[src/design/mkdr_pkg.sv]
// Package for the matrix keypad debounce and auto-repeat block.
// Holds the mode type, the result struct, keypad geometry and the key table.
// No dependencies.
package mkdr_pkg;

    // Keypad geometry (4 rows, 3 columns)
    localparam int NUM_ROWS = 4;
    localparam int NUM_COLS = 3;

    localparam logic [7:0] NO_KEY_CODE = 8'hFF;

    // Configuration register indexes
    localparam logic [1:0] CFG_DEBOUNCE = 2'd0;
    localparam logic [1:0] CFG_HOLD     = 2'd1;
    localparam logic [1:0] CFG_REPEAT   = 2'd2;

    typedef enum logic [2:0] {
        MODE_UP       = 3'd0,
        MODE_DEBOUNCE = 3'd1,
        MODE_PRESSED  = 3'd2,
        MODE_DOWN     = 3'd3,
        MODE_HELD     = 3'd4,
        MODE_RELEASED = 3'd5
    } mode_t;

    typedef struct packed {
        logic       key_valid;
        logic [7:0] key_code;
        logic [2:0] keypad_mode;
    } result_t;

    // ASCII code of the key at a zero-based row and column
    function automatic logic [7:0] key_lookup(input logic [1:0] row, input logic [1:0] col);
        logic [7:0] code;
        begin
            code = NO_KEY_CODE;
            case ({row, col})
                4'b00_00: code = "1";
                4'b00_01: code = "2";
                4'b00_10: code = "3";
                4'b01_00: code = "4";
                4'b01_01: code = "5";
                4'b01_10: code = "6";
                4'b10_00: code = "7";
                4'b10_01: code = "8";
                4'b10_10: code = "9";
                4'b11_00: code = "*";
                4'b11_01: code = "0";
                4'b11_10: code = "#";
                default:  code = NO_KEY_CODE;
            endcase
            return code;
        end
    endfunction

endpackage

[src/design/matrix_keypad_debounce_repeat.sv]
// Top level of the matrix keypad scanner with debounce and auto-repeat.
// Depends on mkdr_pkg (mode type, result struct, key table).
//
// One poll is taken per request on the input channel and gives exactly one
// result: key_valid/key_code when a key report is issued, and the mode after
// the poll. Key decode, 32-bit wrapping elapsed time and the mode update are
// combinational between the mode/key/stamp registers and the result register,
// so a new poll is accepted every cycle while results are
// taken. A two-entry output stage (result register plus skid register) keeps
// the input ready for one more poll while a result waits; input ready drops
// only while both hold results. Timing registers are written through the
// configuration channel, which is always ready; writes to an index past the
// last register are ignored.
module matrix_keypad_debounce_repeat
(
    input  logic        clk,
    input  logic        rst_n,

    // Configuration write channel
    input  logic        cfg_valid,
    output logic        cfg_ready,
    input  logic [1:0]  cfg_index,
    input  logic [15:0] cfg_data,

    // Poll request channel
    input  logic        in_valid,
    output logic        in_ready,
    input  logic [2:0]  cols_all_rows,
    input  logic [2:0]  cols_row_one,
    input  logic [2:0]  cols_row_two,
    input  logic [2:0]  cols_row_three,
    input  logic [2:0]  cols_row_four,
    input  logic [31:0] now_ms,

    // Result channel
    output logic        out_valid,
    input  logic        out_ready,
    output logic        key_valid,
    output logic [7:0]  key_code,
    output logic [2:0]  keypad_mode
);
    import mkdr_pkg::*;

    logic [15:0] debounce_ms_reg;
    logic [15:0] hold_ms_reg;
    logic [15:0] repeat_ms_reg;

    mode_t       mode_reg, mode_next;
    logic [7:0]  sensed_key_reg, sensed_key_next;
    logic [31:0] stamp_ms_reg, stamp_ms_next;

    result_t     out_reg, skid_reg, result_next;
    logic        out_valid_reg, skid_valid_reg;

    logic        in_fire;
    logic [2:0]  row_cols [4];
    logic [1:0]  col_idx;
    logic [1:0]  row_idx;
    logic        col_found;
    logic        row_found;
    logic [7:0]  pressed;
    logic [31:0] elapsed;
    logic [7:0]  report;

    assign cfg_ready = 1'b1;
    assign in_ready  = !skid_valid_reg;
    assign in_fire   = in_valid && in_ready;

    // Write timing registers
    always_ff @(posedge clk or negedge rst_n)
    begin
        if (!rst_n)
        begin
            debounce_ms_reg <= 16'd20;
            hold_ms_reg     <= 16'd500;
            repeat_ms_reg   <= 16'd100;
        end
        else if (cfg_valid && cfg_ready)
        begin
            case (cfg_index)
                CFG_DEBOUNCE: debounce_ms_reg <= cfg_data;
                CFG_HOLD:     hold_ms_reg     <= cfg_data;
                CFG_REPEAT:   repeat_ms_reg   <= cfg_data;
                default:      ;
            endcase
        end
    end

    // Decode the sensed key: lowest column wins, then first active row
    assign row_cols[0] = cols_row_one;
    assign row_cols[1] = cols_row_two;
    assign row_cols[2] = cols_row_three;
    assign row_cols[3] = cols_row_four;

    always_comb
    begin
        col_found = 1'b1;
        if (cols_all_rows[0])
            col_idx = 2'd0;
        else if (cols_all_rows[1])
            col_idx = 2'd1;
        else if (cols_all_rows[2])
            col_idx = 2'd2;
        else
        begin
            col_idx   = 2'd0;
            col_found = 1'b0;
        end

        row_idx   = 2'd0;
        row_found = 1'b0;
        for (int r = NUM_ROWS - 1; r >= 0; r--)
        begin
            if (row_cols[r] != 3'd0)
            begin
                row_idx   = 2'(r);
                row_found = 1'b1;
            end
        end

        if (col_found && row_found && ({30'd0, col_idx} < 32'(NUM_COLS)))
            pressed = key_lookup(row_idx, col_idx);
        else
            pressed = NO_KEY_CODE;
    end

    assign elapsed = now_ms - stamp_ms_reg;

    // Next mode, sensed key, stamp and report
    always_comb
    begin
        mode_next       = mode_reg;
        sensed_key_next = sensed_key_reg;
        stamp_ms_next   = stamp_ms_reg;
        report          = NO_KEY_CODE;

        case (mode_reg)
            MODE_UP:
            begin
                sensed_key_next = pressed;
                if (pressed != NO_KEY_CODE)
                begin
                    stamp_ms_next = now_ms;
                    mode_next     = MODE_DEBOUNCE;
                end
            end
            MODE_DEBOUNCE:
            begin
                if (pressed != NO_KEY_CODE)
                begin
                    if (pressed == sensed_key_reg)
                    begin
                        if (elapsed > {16'd0, debounce_ms_reg})
                        begin
                            mode_next     = MODE_PRESSED;
                            stamp_ms_next = now_ms;
                            report        = sensed_key_reg;
                        end
                    end
                    else
                    begin
                        stamp_ms_next   = now_ms;
                        sensed_key_next = pressed;
                    end
                end
                else
                begin
                    mode_next       = MODE_UP;
                    sensed_key_next = NO_KEY_CODE;
                end
            end
            MODE_PRESSED:
            begin
                if (pressed != NO_KEY_CODE)
                    mode_next = (sensed_key_reg == pressed) ? MODE_DOWN : MODE_DEBOUNCE;
                else
                    mode_next = MODE_RELEASED;
                stamp_ms_next = now_ms;
            end
            MODE_DOWN:
            begin
                if (sensed_key_reg == pressed)
                begin
                    if (elapsed > {16'd0, hold_ms_reg})
                    begin
                        mode_next     = MODE_HELD;
                        stamp_ms_next = now_ms;
                    end
                end
                else
                begin
                    mode_next     = MODE_RELEASED;
                    stamp_ms_next = now_ms;
                end
            end
            MODE_HELD:
            begin
                if (sensed_key_reg != pressed)
                begin
                    mode_next     = MODE_RELEASED;
                    stamp_ms_next = now_ms;
                    report        = sensed_key_reg;
                end
                else if (elapsed > {16'd0, repeat_ms_reg})
                begin
                    stamp_ms_next = now_ms;
                    report        = sensed_key_reg;
                end
            end
            MODE_RELEASED:
            begin
                if (pressed == NO_KEY_CODE)
                    mode_next = MODE_UP;
                else
                begin
                    mode_next       = MODE_DEBOUNCE;
                    sensed_key_next = pressed;
                    stamp_ms_next   = now_ms;
                end
            end
            default:
            begin
                // Recover from an unused mode code
                mode_next       = MODE_UP;
                sensed_key_next = 8'd0;
                stamp_ms_next   = 32'd0;
            end
        endcase

        result_next.key_valid   = (report != NO_KEY_CODE);
        result_next.key_code    = (report != NO_KEY_CODE) ? report : 8'd0;
        result_next.keypad_mode = mode_next;
    end

    // Advance keypad state on each accepted poll
    always_ff @(posedge clk or negedge rst_n)
    begin
        if (!rst_n)
        begin
            mode_reg       <= MODE_UP;
            sensed_key_reg <= NO_KEY_CODE;
            stamp_ms_reg   <= 32'd0;
        end
        else if (in_fire)
        begin
            mode_reg       <= mode_next;
            sensed_key_reg <= sensed_key_next;
            stamp_ms_reg   <= stamp_ms_next;
        end
    end

    // Output register with skid stage
    always_ff @(posedge clk or negedge rst_n)
    begin
        if (!rst_n)
        begin
            out_valid_reg  <= 1'b0;
            skid_valid_reg <= 1'b0;
        end
        else
        begin
            if (!out_valid_reg || out_ready)
            begin
                if (skid_valid_reg)
                begin
                    out_valid_reg  <= 1'b1;
                    skid_valid_reg <= 1'b0;
                end
                else
                    out_valid_reg <= in_fire;
            end
            else if (in_fire)
                skid_valid_reg <= 1'b1;
        end
    end

    always_ff @(posedge clk)
    begin
        if (!out_valid_reg || out_ready)
        begin
            if (skid_valid_reg)
                out_reg <= skid_reg;
            else if (in_fire)
                out_reg <= result_next;
        end
        else if (in_fire)
            skid_reg <= result_next;
    end

    assign out_valid   = out_valid_reg;
    assign key_valid   = out_reg.key_valid;
    assign key_code    = out_reg.key_code;
    assign keypad_mode = out_reg.keypad_mode;

    // Skid stage only fills behind a waiting result
    a_skid_behind_out: assert property (@(posedge clk) disable iff (!rst_n)
        skid_valid_reg |-> out_valid_reg)
        else $error("skid holds a result while output register is empty");

    // A report carries a real key code, no report carries zero
    a_report_code: assert property (@(posedge clk) disable iff (!rst_n)
        out_valid_reg |-> (key_valid ? (key_code != 8'd0 && key_code != NO_KEY_CODE)
                                     : (key_code == 8'd0)))
        else $error("key code does not match report flag");

    // Held mode always tracks a decoded key
    a_held_has_key: assert property (@(posedge clk) disable iff (!rst_n)
        (mode_reg == MODE_HELD) |-> (sensed_key_reg != NO_KEY_CODE))
        else $error("held mode without a sensed key");

    // A stalled result is not overwritten
    a_out_hold: assert property (@(posedge clk) disable iff (!rst_n)
        (out_valid_reg && !out_ready) |=> (out_valid_reg && $stable(out_reg)))
        else $error("stalled result changed");

endmodule
[config.mk]
export PLATFORM = sky130hd
export DESIGN_NAME = matrix_keypad_debounce_repeat
export DESIGN_NICKNAME = d
export VERILOG_FILES = /design/src/design/mkdr_pkg.sv /design/src/design/matrix_keypad_debounce_repeat.sv
export SDC_FILE = /design/constraint.sdc
export NUM_CORES = 1
export LEC_CHECK = 0
export ABC_AREA = 1
export BUFFER_PORTS_ARGS = -buffer_cell sky130_fd_sc_hd__buf_2
export CORE_MARGIN = 5
export CORE_UTILIZATION = 32
export CTS_BUF_LIST = sky130_fd_sc_hd__clkbuf_16
export CTS_CLUSTER_DIAMETER = 40
export DETAILED_ROUTE_END_ITERATION = 12
export GPL_ROUTABILITY_DRIVEN = 0
export GPL_TIMING_DRIVEN = 1
export SYNTH_ARGS = -nofsm -noshare
export SYNTH_HDL_FRONTEND = slang
export SYNTH_SLANG_ARGS = --single-unit
[constraint.sdc]
create_clock -name clk -period 4.8 [get_ports clk]
set_input_delay 0 -clock clk [delete_from_list [all_inputs] [get_ports clk]]
set_output_delay 0 -clock clk [all_outputs]
set_load 0.05 [all_outputs]
After elaboration in Yosys (flattened, before gate mapping):

Memory sizes are Yosys's and may differ from the RTL's.
Cells that the tools add are included.

* bits in registers: 117
* latch bits: 0
* bits in writable memories: 0
* ROM bits: 112
* output and inout bits: 15
* memories kept: 1

Memories
* (name not given): words 16, width 7, read ports 1, clocked after Yosys merged registers in 0, wr ports 0, RTL line mkdr_pkg.sv:37 `case ({row, col})`

* $add $sub $neg: 1
* multipliers: 0
* divide/modulo/power cells: 0
* $lt $le $gt $ge: 4
* eq/ne operators: 20
* shifts and indexed selects: 0
* muxes and demuxes: 52
* bitwise logic cells: 2
* reductions and logical operators: 22

Operator list (number)
* $mux 32: 9
* $pmux 32 s6: 1
* $gt 32x16->1: 3
* $mux 8: 10
* $pmux 8 s4: 1
* $sub 32x32->32: 1
* $mux 12: 2
* $mux 3: 8
* $pmux 3 s6: 1
* $eq 8x8->1: 2
* $mux 2: 8
* $ne 8x8->1 const B: 2
* $pmux 8 s2: 1
* $ne 3x3->1 const B: 4
* $reduce_bool 3->1: 4
* $mux 1: 11
* $reduce_and 2->1: 5
* $eq 8x8->1 const B: 1
* $ne 8x8->1: 1
* $reduce_and 7->1: 1
* $eq 3x2->1 const B: 2
* $eq 3x3->1 const B: 2
* $ne 2x2->1 const B: 3
* $reduce_and 4->1: 1
* 12 further kinds: 17

Logic depth before layout (Yosys ltp):

Gate-level depths: netlist (run 1).

* depth in word-level cells: 16
* depth in mapped cells: 28
* mapped depth without buffers: 27

Worst setup path after synthesis (run 1):

No wires, ideal clock.

* path kind: register to register
* from: reg stamp_ms_reg[0]
* to: reg out_reg, in the netlist key_code[2], data pin
* arrival time: 3126 ps
* data required time: 4543 ps
* path slack: 1417 ps
* stages on the path, launching flop included: 23
* buffers on the path: 0
* period minus slack after synthesis: 3383 ps
* cell sequence: dfrtp_1 ha_1 fa_1 inv_1 nand2_1 nand3_1 nand2_1 nand2_1 xor2_1 ha_1 nand2_1 inv_1 nand3_1 nor3_1 nand4_1 o21ai_0 nand2_1 nor2_1 nand3_2 o311ai_2 nand3_4 nand3_1 nand2_1

RTL lines
* start, declared: RTL line matrix_keypad_debounce_repeat.sv:50 `logic [31:0] stamp_ms_reg, stamp_ms_next;`
* start signal, assigned: RTL line matrix_keypad_debounce_repeat.sv:248 `stamp_ms_reg <= stamp_ms_next;`
* end signal, assigned: RTL line matrix_keypad_debounce_repeat.sv:282 `out_reg <= skid_reg;`
* end signal, assigned: RTL line matrix_keypad_debounce_repeat.sv:284 `out_reg <= result_next;`
* end, declared: RTL line matrix_keypad_debounce_repeat.sv:52 `result_t out_reg, skid_reg, result_next;`

Worst setup path after layout (run 1):

* from: reg stamp_ms_reg[10]
* to: reg stamp_ms_reg[28]

* word-level cells in the longest chain between the ends: 4
* elaborated cells between the ends (all ways): 8
* classes of those cells: 1 x add/sub; 3 x order compare; 3 x eq/ne; 1 x reduce/logical

RTL lines
* $sub 32x32->32 (*): RTL line matrix_keypad_debounce_repeat.sv:127 `assign elapsed = now_ms - stamp_ms_reg;`
* $gt 32x16->1 (on tied branches): RTL line matrix_keypad_debounce_repeat.sv:204, matrix_keypad_debounce_repeat.sv:153, matrix_keypad_debounce_repeat.sv:184
* $ne 3x3->1 (no source line)
* $reduce_and 7->1 (no source line) (*)

Mark *: on every way between the ends. The rest lies on a longest branch, timed or not.
A chain may end at the register's enable or synchronous reset.

==> impl_summary.md, run 1 <==
Power
The net switching power figure is 3.021 mW. Dividing total power by cell area gives a power density of 578.0 nW/um2. In this run the static leakage power is roughly 6 nW. The share of total power dissipated in combinational logic is a little under three fifths.

The internal cell power is 3.384 mW. In this run switching power makes up approximately 47% of total power. The clock group share of total power is 20.5%. Across the VDD grid, the largest voltage drop is 0.2216 mV. The sequential cell fraction of total power is 22.8%.

Worst setup path
Among the stages of the critical path, the cell type that occurs most often is nand2_1. The critical path class is reg2reg. The slack of the worst reg-to-reg path is 0.57 ns. The worst register-to-register path begins at stamp_ms_reg[10]$_DFFE_PN0P_.

The maximum cell stage delay along the critical path is approximately 0.38 ns. The kind of start point of the critical path is a register. For this design, the slowest cell found on the critical path is xor2_1.

The endpoint kind of the worst setup timing path is a register. Of all nets on the critical path, the largest fanout is 32. The launching element of the worst setup path is stamp_ms_reg[10]$_DFFE_PN0P_.

At the worst endpoint, the required time is just over 5 ns. The worst endpoint data arrival time is 4.58 ns.

Yosys
By area the synthesized netlist is led by dfrtp_1 (20%), nand2_1 (19%), ha_1 (11%), inv_1 (11%), edfxtp_1 (7.2%). The mean instance size in the synthesized netlist is 6.757 um2. Among all flip-flop cells after synthesis, the most frequent one is dfrtp_1. The post-synthesis async set-or-reset flop share is 80.70%. nand2_1 is the most common cell in the netlist. The sequential cell area fraction in the yosys report is 32.70%.

The distinct cell type count of the synthesized netlist is 49. The cell area after synthesis is approximately 9000 um2. The share of Yosys cell area claimed by the top area cell type is 20.29%. The commonest cells after synthesis are nand2_1 (464), inv_1 (270), nor2_1 (96). Yosys printed 0 warnings.

The cell type with the largest total area after synthesis is dfrtp_1. The number of synthesized register bits is 114. The gate count after technology mapping is about 1.4k. Synthesis produced a netlist with a net count of 1,503. The count of flip-flops with a built-in enable after synthesis is 22.

GRT
The largest net degree at the start of global routing is 55. The number of antenna violations at the first check in global routing came to 0. The global-route usage over all layers is ~15%. For this run the aggregate overflow at the end of global routing stands at 0.

The number of global-route vias before repair is 8,043. The first global-routing pass estimated ~39,000 um of wire.

CTS
The maximum clock insertion buffer count is 2. The clock tree from TritonCTS is done. Clock latency on the worst-skew pair, taken at its later pin, is approximately 0.43 ns.

After clock tree synthesis, the clock-pin slew on the worst setup and hold paths is around 0.060 ns. CTS built an H-tree with a depth of 4. The number of buffers added by the clock tree synthesis step is 17. The clock net in this run drives a total of 114 sinks. Buffers added to address setup during post-CTS repair amount to 0. Post-CTS repair changed the size of 0 cells. The root cell of the clock tree is clkbuf_16.

Timing
Setup repair after global routing left no endpoint under its margin. For the pin with the worst max-slew slack, the measured transition is ~1.1 ns. The routed design could run at a clock period as short as 4.227 ns. The final hold violation count is 0. Derived from the worst setup path, the maximum achievable clock frequency is 236.6 MHz.

After routing, the total negative slack on setup checks comes to 0 ns. The final setup violation count is 0. Headroom to the max-slew limit came out at 25.53%.

Hold is met by slightly above 0.09 ns. Of the available clock period, the critical path in the final layout requires 88.05%. The worst clock skew on the final layout is 0.01217 ns. The final max-slew violation count was 0.

Placed design
The post-detailed-placement half-perimeter wirelength is 18,320 um. The quantity of I/O buffers inserted on ports is 83.

Final layout
The register with the most flip-flops in the layout has 32 of them. The area added between synthesis and finish is 21.40%. The fraction of layout instances using a drive strength above 1 is approximately 13%. The net total in the final layout is 1,643. 0 antenna diodes ended up in the layout.

Status
The flow ran to the end, and the final reports show no timing, DRC or antenna violations.

Floorplan
In this run the core area contains 61 standard-cell rows. The total die area is 32,010 um2. The width of the die is 178.9 um.

The vertical die dimension is 178.9 um. In this run the standard cell core region covers between 20,000 and 30,000 um2. The boundary pin count is 85. The starting density of the core is 32.59%.

Detailed routing
After detailed routing, the number of remaining DRC violations is 0. The first routing iteration left 554 violations. The total number of vias is 8,447. The post-detailed-route wirelength per cell is 12.30 um. After detailed routing, the number of vias per cell comes to 4.488. Once detail routing completed, the nets flagged for antenna violations numbered 0. The total wire length after detailed routing is 23,160 um. For this run, the detailed router's first-pass iteration total came to 6.

Flow run
The tool flagged a number of max-cap violations equal to 0.

Hold path
The path class of the tightest hold or removal check is in2async.
metal layers:
metal  GRT usage (%)  up-vias  wire length, um
met1           18.98     3768            10550
met5               0        -                0
met2           26.48      156            11380
met3           2.509       28              913
met4           4.221        0              311
li1                -     4495                -
power groups by stage:
stage	logic (mW)	registers (mW)	clock network [mW]
after floorplan	2.63	1.56	0
after global placement	3.56	1.47	0
after detailed placement	3.61	1.47	0
after CTS	3.67	1.46	1.34
after global routing	4.20	1.49	1.39
final	3.64	1.46	1.31
final timing paths:
| check | cells after the start | to |
|---|---|---|
| worst max-delay path | 25 | stamp_ms_reg[28]$_DFFE_PN0P_ |
| worst min-delay path | 2 | stamp_ms_reg[31]$_DFFE_PN0P_ |
| worst max register to register | 25 | stamp_ms_reg[28]$_DFFE_PN0P_ |
| worst min register to register | 2 | stamp_ms_reg[21]$_DFFE_PN0P_ |
| max in group asynchronous | 3 | debounce_ms_reg[7]$_DFFE_PN0P_ |
| min in group clk | 6 | sensed_key_reg[3]$_DFFE_PN1P_ |
final cells by class:
| class | instances | area [um2] |
|---|---|---|
| Clock buffer | 17 | 425.4 |
| Fill cell | 2948 | 16930 |
| Sequential cell | 114 | 2985 |
| Inverter | 275 | 1035 |
| Timing Repair Buffer | 143 | 1018 |
| Multi-Input combinational cell | 940 | 4974 |
| Clock inverter | 15 | 171.4 |
| Tap cell | 378 | 473.0 |
worst max-delay path, delay by kind of cell, from the launching register on:
kind | cells | cell delay [ns]
AO/OA/AOI/OAI | 3 | 0.38
XOR/XNOR | 1 | 0.38
adder cells (fa/ha/maj) | 2 | 0.58
buffers and inverters | 4 | 0.42
flip-flops | 1 | 0.35
AND/OR/NAND/NOR | 15 | 1.99
logic make-up (layout without fill, tap and decap cells):
| family | count (synthesis) | count (layout) | synth area share (%) |
|---|---|---|---|
| other cells | 1 | 1 | 0.04108 |
| buf+inv | 297 | 450 | 12.82 |
| xor+xnor | 15 | 15 | 1.439 |
| fa+ha+maj | 82 | 82 | 11.32 |
| compound gates | 168 | 168 | 11.23 |
| simple gates | 674 | 674 | 30.46 |
| flops | 114 | 114 | 32.70 |
timing repair:
action	CTS	global route
endpoints found under the hold margin	121	0
setup endpoints to repair	0	0
hold buffers	55	0
stage by stage:
| stage | cell area (um2) | util [%] | worst slack (ns) | power, mW | std cells |
|---|---|---|---|---|---|
| 2_1_floorplan | 9129 | - | 1.417 | 4.197 | 1351 |
| 3_3_place_gp | 9935 | 35.47 | 0.6441 | 5.030 | 1795 |
| 3_5_place_dp | 9935 | 35.47 | 0.5930 | 5.081 | 1795 |
| 4_1_cts | 11080 | 39.56 | 0.5451 | 6.469 | 1882 |
| 5_1_grt | 11080 | 39.56 | 0.04904 | 7.080 | 1882 |
| 6_report | 11080 | 39.56 | 0.5734 | 6.405 | 1882 |
layout by cell type, fill, tap and decap left out, types with 7 or more instances in the layout:
master           n
a21oi_1         46
buf_2           82
clkbuf_16       17
dfrtp_1         74
dfstp_2         18
dlygate4sd3_1   55
edfxtp_1        22
ha_1            81
inv_1          270
inv_6            7
nand2_1        464
nand3_1         64
nand4_1         12
nor2_1          96
nor3_1           7
o21ai_0         63
o21ai_2         28
xor2_1          14
Power figures use the tool's default switching activity.
==> inputs of run 2 (changes only) <==
--- a/config.mk
+++ b/config.mk
@@ -8,7 +8,7 @@
 export ABC_AREA = 1
 export BUFFER_PORTS_ARGS = -buffer_cell sky130_fd_sc_hd__buf_2
 export CORE_MARGIN = 5
-export CORE_UTILIZATION = 32
+export CORE_UTILIZATION = 30
 export CTS_BUF_LIST = sky130_fd_sc_hd__clkbuf_16
 export CTS_CLUSTER_DIAMETER = 40
 export DETAILED_ROUTE_END_ITERATION = 12
==> run 2 against run 1 <==
Register-to-register slack worse by 0.07 ns. Die area up 6.3%. Final area up 0.31%. Global-route usage down 0.79 points. Cell count up 0.64%. Worst hold slack worse by 0.0026 ns. Clock-buffer cell count unchanged. Clock power about the same. Clock skew about the same. Setup slack worse by 0.072 ns. Critical endpoint is now stamp_ms_reg[30]$_DFFE_PN0P_.
==> impl_summary.md, run 2 (synthesized netlist as in run 1, its figures left out) <==
Floorplan
The die covers 34,020 um2. The boundary pin count is between 80 and 90. From left edge to right edge, the die measures 184.4 um. In this run the vertical extent of the chip is roughly 180 um.

The area inside the core boundary is 29,870 um2. The number of standard-cell rows in the floorplan is 63. Once the floorplan was initialized, standard cells occupied 30.56% of the core.

Power
The switching part of the total power is a little under half. The sequential cell fraction of total power is 22.6%. The leakage power is roughly 6.0 nW. The clock group share of total power is 20.8%. The internal cell power is around 3.4 mW.

The analysis attributes to net switching a power of a little over 3 mW. Dividing total power by cell area gives a power density of 580.8 nW/um2. The combinational group share of total power is 56.6%. VDD sags by at most 0.2677 mV. Power comes to 6.456 mW.

Worst setup path
For this design, the slowest cell found on the critical path is fa_1. The maximum fanout count along the critical path is 30. For this run, the slowest stage of the critical path takes 0.44 ns. The number of buffers and inverters on the critical path is 1. The critical path goes through ha_1, fa_1, nor2_1, or2_1, nand3_1, nand2_1, xor2_1, ha_1, nand3_1, nor3_1, nand4_1, o21ai_0, nand2_1, nor2_1, nand2_2, nand2_1, a31oi_2, nand2_4, buf_12, nand2_1, o21ai_2. On the critical path the largest part of the delay comes from simple AND/OR/NAND/NOR gates. The critical path data required time is 5.16 ns. The critical path class is reg2reg. The cell repeated most along the worst path is nand2_1. The kind of start point of the critical path is a register.

The endpoint kind of the worst setup timing path is a register. The worst endpoint data arrival time is 4.65 ns.

Timing
For the pin with the worst max-slew slack, the measured transition is roughly 1.2 ns. The final hold violation count was 0. The minimum clock period is 4.299 ns. The worst path setup slack after routing is 0.5011 ns. Headroom to the max-slew limit came out at 22.87%. The final max-slew violation count is 0. Static timing analysis puts the maximum clock frequency at between 200 and 250 MHz. The clock arrives with ~0.013 ns of skew. The final setup violation count is 0. In the finished design, the share of the clock period the worst path needs comes to 89.56%. Setup repair after global routing left no endpoint under its margin. Setup total negative slack on the finished layout was measured at 0 ns.

Placed design
The post-place setup slack is 0.5170 ns. Detailed placement finished with a half-perimeter wire length of 18,820 um. Input and output buffers added on the ports amount to 83.

Once placement completed, the tool counted placed cells totaling 1,807.

Hold path
The min-delay analysis places its worst path in the category in2async.

Detailed routing
The total wire length after detailed routing is between 20,000 and 25,000 um. The total number of vias is 8,525. In this run, the number of DRC markers left after iteration 0 of detailed routing was ~430. After detailed routing, the number of vias per cell comes to 4.501. Dividing the detail-routed wire length by the instance count gives 12.53 um.

The first detailed-routing pass took 5 iterations. In this run the remaining antenna-violating nets after routing total 0. In the routed design, unresolved DRC markers number 0.

Final layout
The fraction of layout instances using a drive strength above 1 is around 13%. The area of combinational cells with multiple inputs is 4981 um2. The most common library cell in the layout ignoring fill and taps is nand2_1. After filler insertion, the fill cell instance count of the layout stands at 3,149. The area added between synthesis and finish is 21.77%. The number of antenna diodes in the final layout is 0.

In the layout the commonest cells are nand2_1 (464), inv_1 (270), nor2_1 (96), buf_2 (82), ha_1 (81). Leaving out filler cells and counting taps, the final layout contains ~1.9k. The register with the most flip-flops in the layout has 32 of them. The sequential cell area in the final layout is 2985 um2.

For this run, the share of the core covered by cells in the final layout is 37.21%. The net total in the final layout is 1,643.

GRT
The number of global-route vias before repair is 8,203. Entering global routing, the biggest net connects 54 pins. The met2 global-route usage is about a quarter.

The overall overflow remaining after global route is 0. The global-route usage over all layers is 14.26%. met2 is the most crowded layer.

Global routing consumed, on the met1 layer, 17.98% of the routing resources. The number of antenna violations at the first check in global routing is 0. The first-pass GRT wire length is 39,580 um. The global routing met3 resource utilization is 2.447%.

CTS
The clock tree from TritonCTS is done. In this run the number of H-tree levels came out at 4. The number of sinks on the clock net is between 100 and 150. The root cell of the clock tree is clkbuf_16.

Clock-pin slew was measured on the worst setup and hold paths at 0.07 ns. The number of buffers added by the clock tree synthesis step is 17. The longest clock path from root to sink contains 2 buffers. Post-CTS timing repair inserted 0 buffers for setup.

Clock latency on the worst-skew pair, taken at its later pin, is 0.43 ns.

Status
The flow ran to the end, and the final reports show no timing, DRC or antenna violations.

Flow run
Max-cap violations in this run came to 0.
==> run 2: worst paths after layout <==
path                                                  to  cells past startpoint                    startpoint  slack (ns)
max                         stamp_ms_reg[30]$_DFFE_PN0P_                     21   stamp_ms_reg[0]$_DFFE_PN0P_        0.50
min                         stamp_ms_reg[31]$_DFFE_PN0P_                      2                         rst_n        0.09
max reg2reg                 stamp_ms_reg[30]$_DFFE_PN0P_                     21   stamp_ms_reg[0]$_DFFE_PN0P_        0.50
min reg2reg                 stamp_ms_reg[24]$_DFFE_PN0P_                      2  stamp_ms_reg[24]$_DFFE_PN0P_        0.48
max in group asynchronous  repeat_ms_reg[10]$_DFFE_PN0P_                      3                         rst_n        3.61
min in group clk           sensed_key_reg[3]$_DFFE_PN1P_                      6               cols_row_two[2]        0.11
==> run 2: cell type report <==
type                    instances  area share, %
multi-input cells             940          44.81
flip-flops and latches        114          26.86
clock buffers                  17          3.827
clock inverters                15          1.643
repair buffers                143          9.163
well taps                     390          4.390
inverters                     275          9.309
==> run 2: power groups by stage <==
stage	clock, mW	sequential [mW]	combinational [mW]
finish	1.34	1.46	3.65
global route	1.41	1.49	4.21
CTS	1.37	1.46	3.67
detailed placement	0	1.47	3.60
global placement	0	1.47	3.54
floorplan	0	1.56	2.63
==> run 2: through the flow <==
| step | hold WS, ns | instance area, um2 |
|---|---|---|
| 4_1_cts | 0.09188 | 11110 |
| 3_5_place_dp | 0.02513 | 9950 |
| 6_report | 0.08992 | 11120 |
| 3_3_place_gp | 0.02133 | 9950 |
| 2_1_floorplan | -0.2956 | 9129 |
| 5_1_grt | 0.1435 | 11120 |
==> run 2: per-layer routing <==
metal / wire length [um] / vias to the layer above
met4: 427 / 0
met5: 0 / -
li1: - / 4486
met1: 10750 / 3865
met2: 11710 / 148
met3: 842 / 26
==> run 2: repair_timing <==
item	CTS	global route
hold buffers	55	0
gates resized for setup	0	1
endpoints found under the hold margin	122	0
endpoints found under the setup margin	0	14
==> inputs of run 3 (changes only) <==
--- a/config.mk
+++ b/config.mk
@@ -14,6 +14,8 @@
 export DETAILED_ROUTE_END_ITERATION = 12
 export GPL_ROUTABILITY_DRIVEN = 0
 export GPL_TIMING_DRIVEN = 1
+export PLACE_DENSITY = 0.57
+export SLEW_MARGIN = 0
 export SYNTH_ARGS = -nofsm -noshare
 export SYNTH_HDL_FRONTEND = slang
 export SYNTH_SLANG_ARGS = --single-unit
==> run 3 against run 2 <==
Utilization down 0.34 points. Cell count down 0.11%. Power down 3.2%. Final area down 0.91%. Setup slack worse by 0.0049 ns. Highest routed layer unchanged. Register-to-register slack about the same. Largest cell class unchanged. Worst hold slack worse by 0.014 ns. Combinational power about the same. Die area unchanged. Sequential cell count unchanged. Global-route usage down 0.079 points.
==> impl_summary.md, run 3 (synthesized netlist as in run 1, its figures left out) <==
Power
In this run the static leakage power is 5.980 nW. In this run the power density over the cells is 567.6 nW/um2. The worst-case IR drop observed on VDD is 0.2488 mV.

Final layout
The area added between synthesis and finish is 20.66%. Cells fill 36.87% of the core in the end. Leaving out fill and tap cells, the most frequent cells in the layout are nand2_1 (464), inv_1 (270), nor2_1 (96), buf_2 (82), ha_1 (81). The flip-flop count of the largest register, all copies and words added is 32.

Leaving out fill and tap cells, the most frequent cell in the layout is nand2_1. In the final layout, the share of cells above drive strength 1 is between 10 and 15%. Counting the fill cells in the layout gives 3,200. The repair_antennas step left the layout with diodes totalling 0. For this run, the post-layout net count is roughly 1.6k.

CTS
The number of gates resized after cts is 0. After clock tree synthesis, the setup repair step added 0 buffers. The clock drives 114 sinks. The number of buffers added by the clock tree synthesis step is 17. The maximum clock insertion buffer count is 2.

The clock tree from TritonCTS is done. The root cell of the clock tree is clkbuf_16. The latest clock arrival within the worst-skew pair is 0.43 ns. The number of H-tree levels is 4. The clock input transition at the sequential cells of the worst setup and hold paths is 0.07 ns.

Floorplan
The width of the die is 184.4 um. The core region is around 30,000 um2. From bottom edge to top edge, the die measures 184.4 um. Once the floorplan was initialized, standard cells occupied 30.56% of the core. 85 I/O pins were placed. The total die area is between 30,000 and 40,000 um2. The number of standard-cell rows in the floorplan is 63.

Worst setup path
The worst register-to-register path begins at stamp_ms_reg[12]$_DFFE_PN0P_. The path depth of the worst reg2reg path is 25. Setup slack on the worst reg-to-reg path comes out at 0.50 ns.

The critical path in this run is classified as reg2reg. Data on the critical path is required at its endpoint by approximately 5.2 ns. The worst register-to-register path ends at stamp_ms_reg[26]$_DFFE_PN0P_. The kind of start point of the critical path is a register. For the worst setup path, the data arrival time is 4.66 ns. Along the worst path, the maximum fanout reaches 39. STA classifies the critical path endpoint as a register.

Timing
The worst pin sits at a relative slew slack of approximately a quarter. The setup TNS after final layout is 0 ns. The final max-slew violation count is 0.

The final setup violation count is 0. Setup repair after global routing left no endpoint under its margin. The minimum clock period is 4.304 ns. The final hold violation count is 0. For the pin with the worst max-slew slack, the measured transition is 1.142 ns.

The worst clock skew on the final layout is ~0.015 ns. The worst path uses 89.66% of the clock period. Derived from the worst setup path, the maximum achievable clock frequency is 232.4 MHz.

GRT
The global-route usage over all layers is 14.18%. The number of antenna violations at the first check in global routing is 0. The number of global-route vias before repair came to 8,178. The overall overflow remaining after global route is 0. The first-pass GRT wire length is 39,310 um. Entering global routing, the biggest net connects 59 pins.

Detailed routing
Dividing the detail-routed wire length by the instance count gives 12.41 um. After detailed routing, the number of vias per cell comes to 4.434. For this block, the initial DRC count from the detailed router was 486. The total number of vias is 8,389. The count of nets left with antenna violations once routing finished came out at 0. After detailed routing, the total wire length is 23,470 um.

The final routed DRC violation total is 0. The first-pass detailed-route iteration total is 5.

Status
The run finished with clean final reports.

Placed design
The quantity of I/O buffers inserted on ports is 83. The post-detailed-placement half-perimeter wirelength is around 19,000 um.

Hold path
The path class of the tightest hold or removal check is in2async.

Flow run
The number of violations of the max-capacitance limit is 0.
-- run 3: how the worst max path moves through the flow --
stage / startpoint / endpoint / depth (start not counted)
after global routing: stamp_ms_reg[14]$_DFFE_PN0P_ / stamp_ms_reg[25]$_DFFE_PN0P_ / 25
after global placement: stamp_ms_reg[10]$_DFFE_PN0P_ / stamp_ms_reg[29]$_DFFE_PN0P_ / 25
final: stamp_ms_reg[12]$_DFFE_PN0P_ / stamp_ms_reg[26]$_DFFE_PN0P_ / 25
after detailed placement: stamp_ms_reg[12]$_DFFE_PN0P_ / key_code[1]$_DFFE_PP_ / 23
after CTS: stamp_ms_reg[12]$_DFFE_PN0P_ / stamp_ms_reg[27]$_DFFE_PN0P_ / 25
after floorplan: stamp_ms_reg[0]$_DFFE_PN0P_ / key_code[2]$_DFFE_PP_ / 22
-- run 3: final cells by class --
cell class              instances  area, um2  share of cell area (%)
flip-flops and latches        114       2985                   27.10
multi-input cells             940       4974                   45.16
inverters                     275       1035                   9.395
repair buffers                141       1001                   9.088
clock inverters                15      106.4                  0.9656
well taps                     390      488.0                   4.430
clock buffers                  17      425.4                   3.862
-- run 3: layer usage --
layer  up-vias  track usage [%]  wire (um)
met5         -                0          0
met1      3739            17.99      10780
li1       4473                -          -
met3        38            2.566        923
met2       139            24.36      11150
met4         0            4.762        620
-- run 3: timing repair --
action,CTS,global route
hold buffers,54,0
endpoints found under the setup margin,0,0
hold endpoints to repair,117,0
-- run 3: report_power, final --
group	leakage, nW	total, mW	switching [mW]	internal [mW]
registers	1.32	1.46	0.131	1.33
clock network	0.258	1.17	0.509	0.661
logic	4.40	3.62	2.35	1.27
-- run 3: critical path: stages, from the launching register on --
cell     delay, ns
dfrtp_1       0.35
inv_1         0.04
ha_1          0.37
nand2_1       0.14
nor2_2        0.23
nand2_1       0.10
inv_1         0.06
nand2_1       0.06
nand2_1       0.13
xor2_1        0.45
ha_1          0.22
nand2_1       0.07
inv_1         0.07
nand3_1       0.07
nor3_1        0.24
nand4_1       0.11
o21ai_0       0.30
nand2_1       0.09
nor2_1        0.21
nand2_2       0.10
nand2_1       0.08
a31oi_2       0.05
nand2_4       0.23
buf_12        0.26
nand2_1       0.09
o21ai_2       0.06
-- run 3: metrics by stage --
step	instances	hold slack, ns	power [mW]	setup WS [ns]	cell area (um2)
after floorplan	1351	-0.2956	4.197	1.417	9129
after global placement	1806	0.0002335	5.034	0.5478	9942
after detailed placement	1806	0.004299	5.087	0.5509	9942
after CTS	1892	0.07711	6.331	0.5027	11010
after global routing	1892	0.1117	6.934	0.04427	11010
final	1892	0.07564	6.252	0.4962	11010
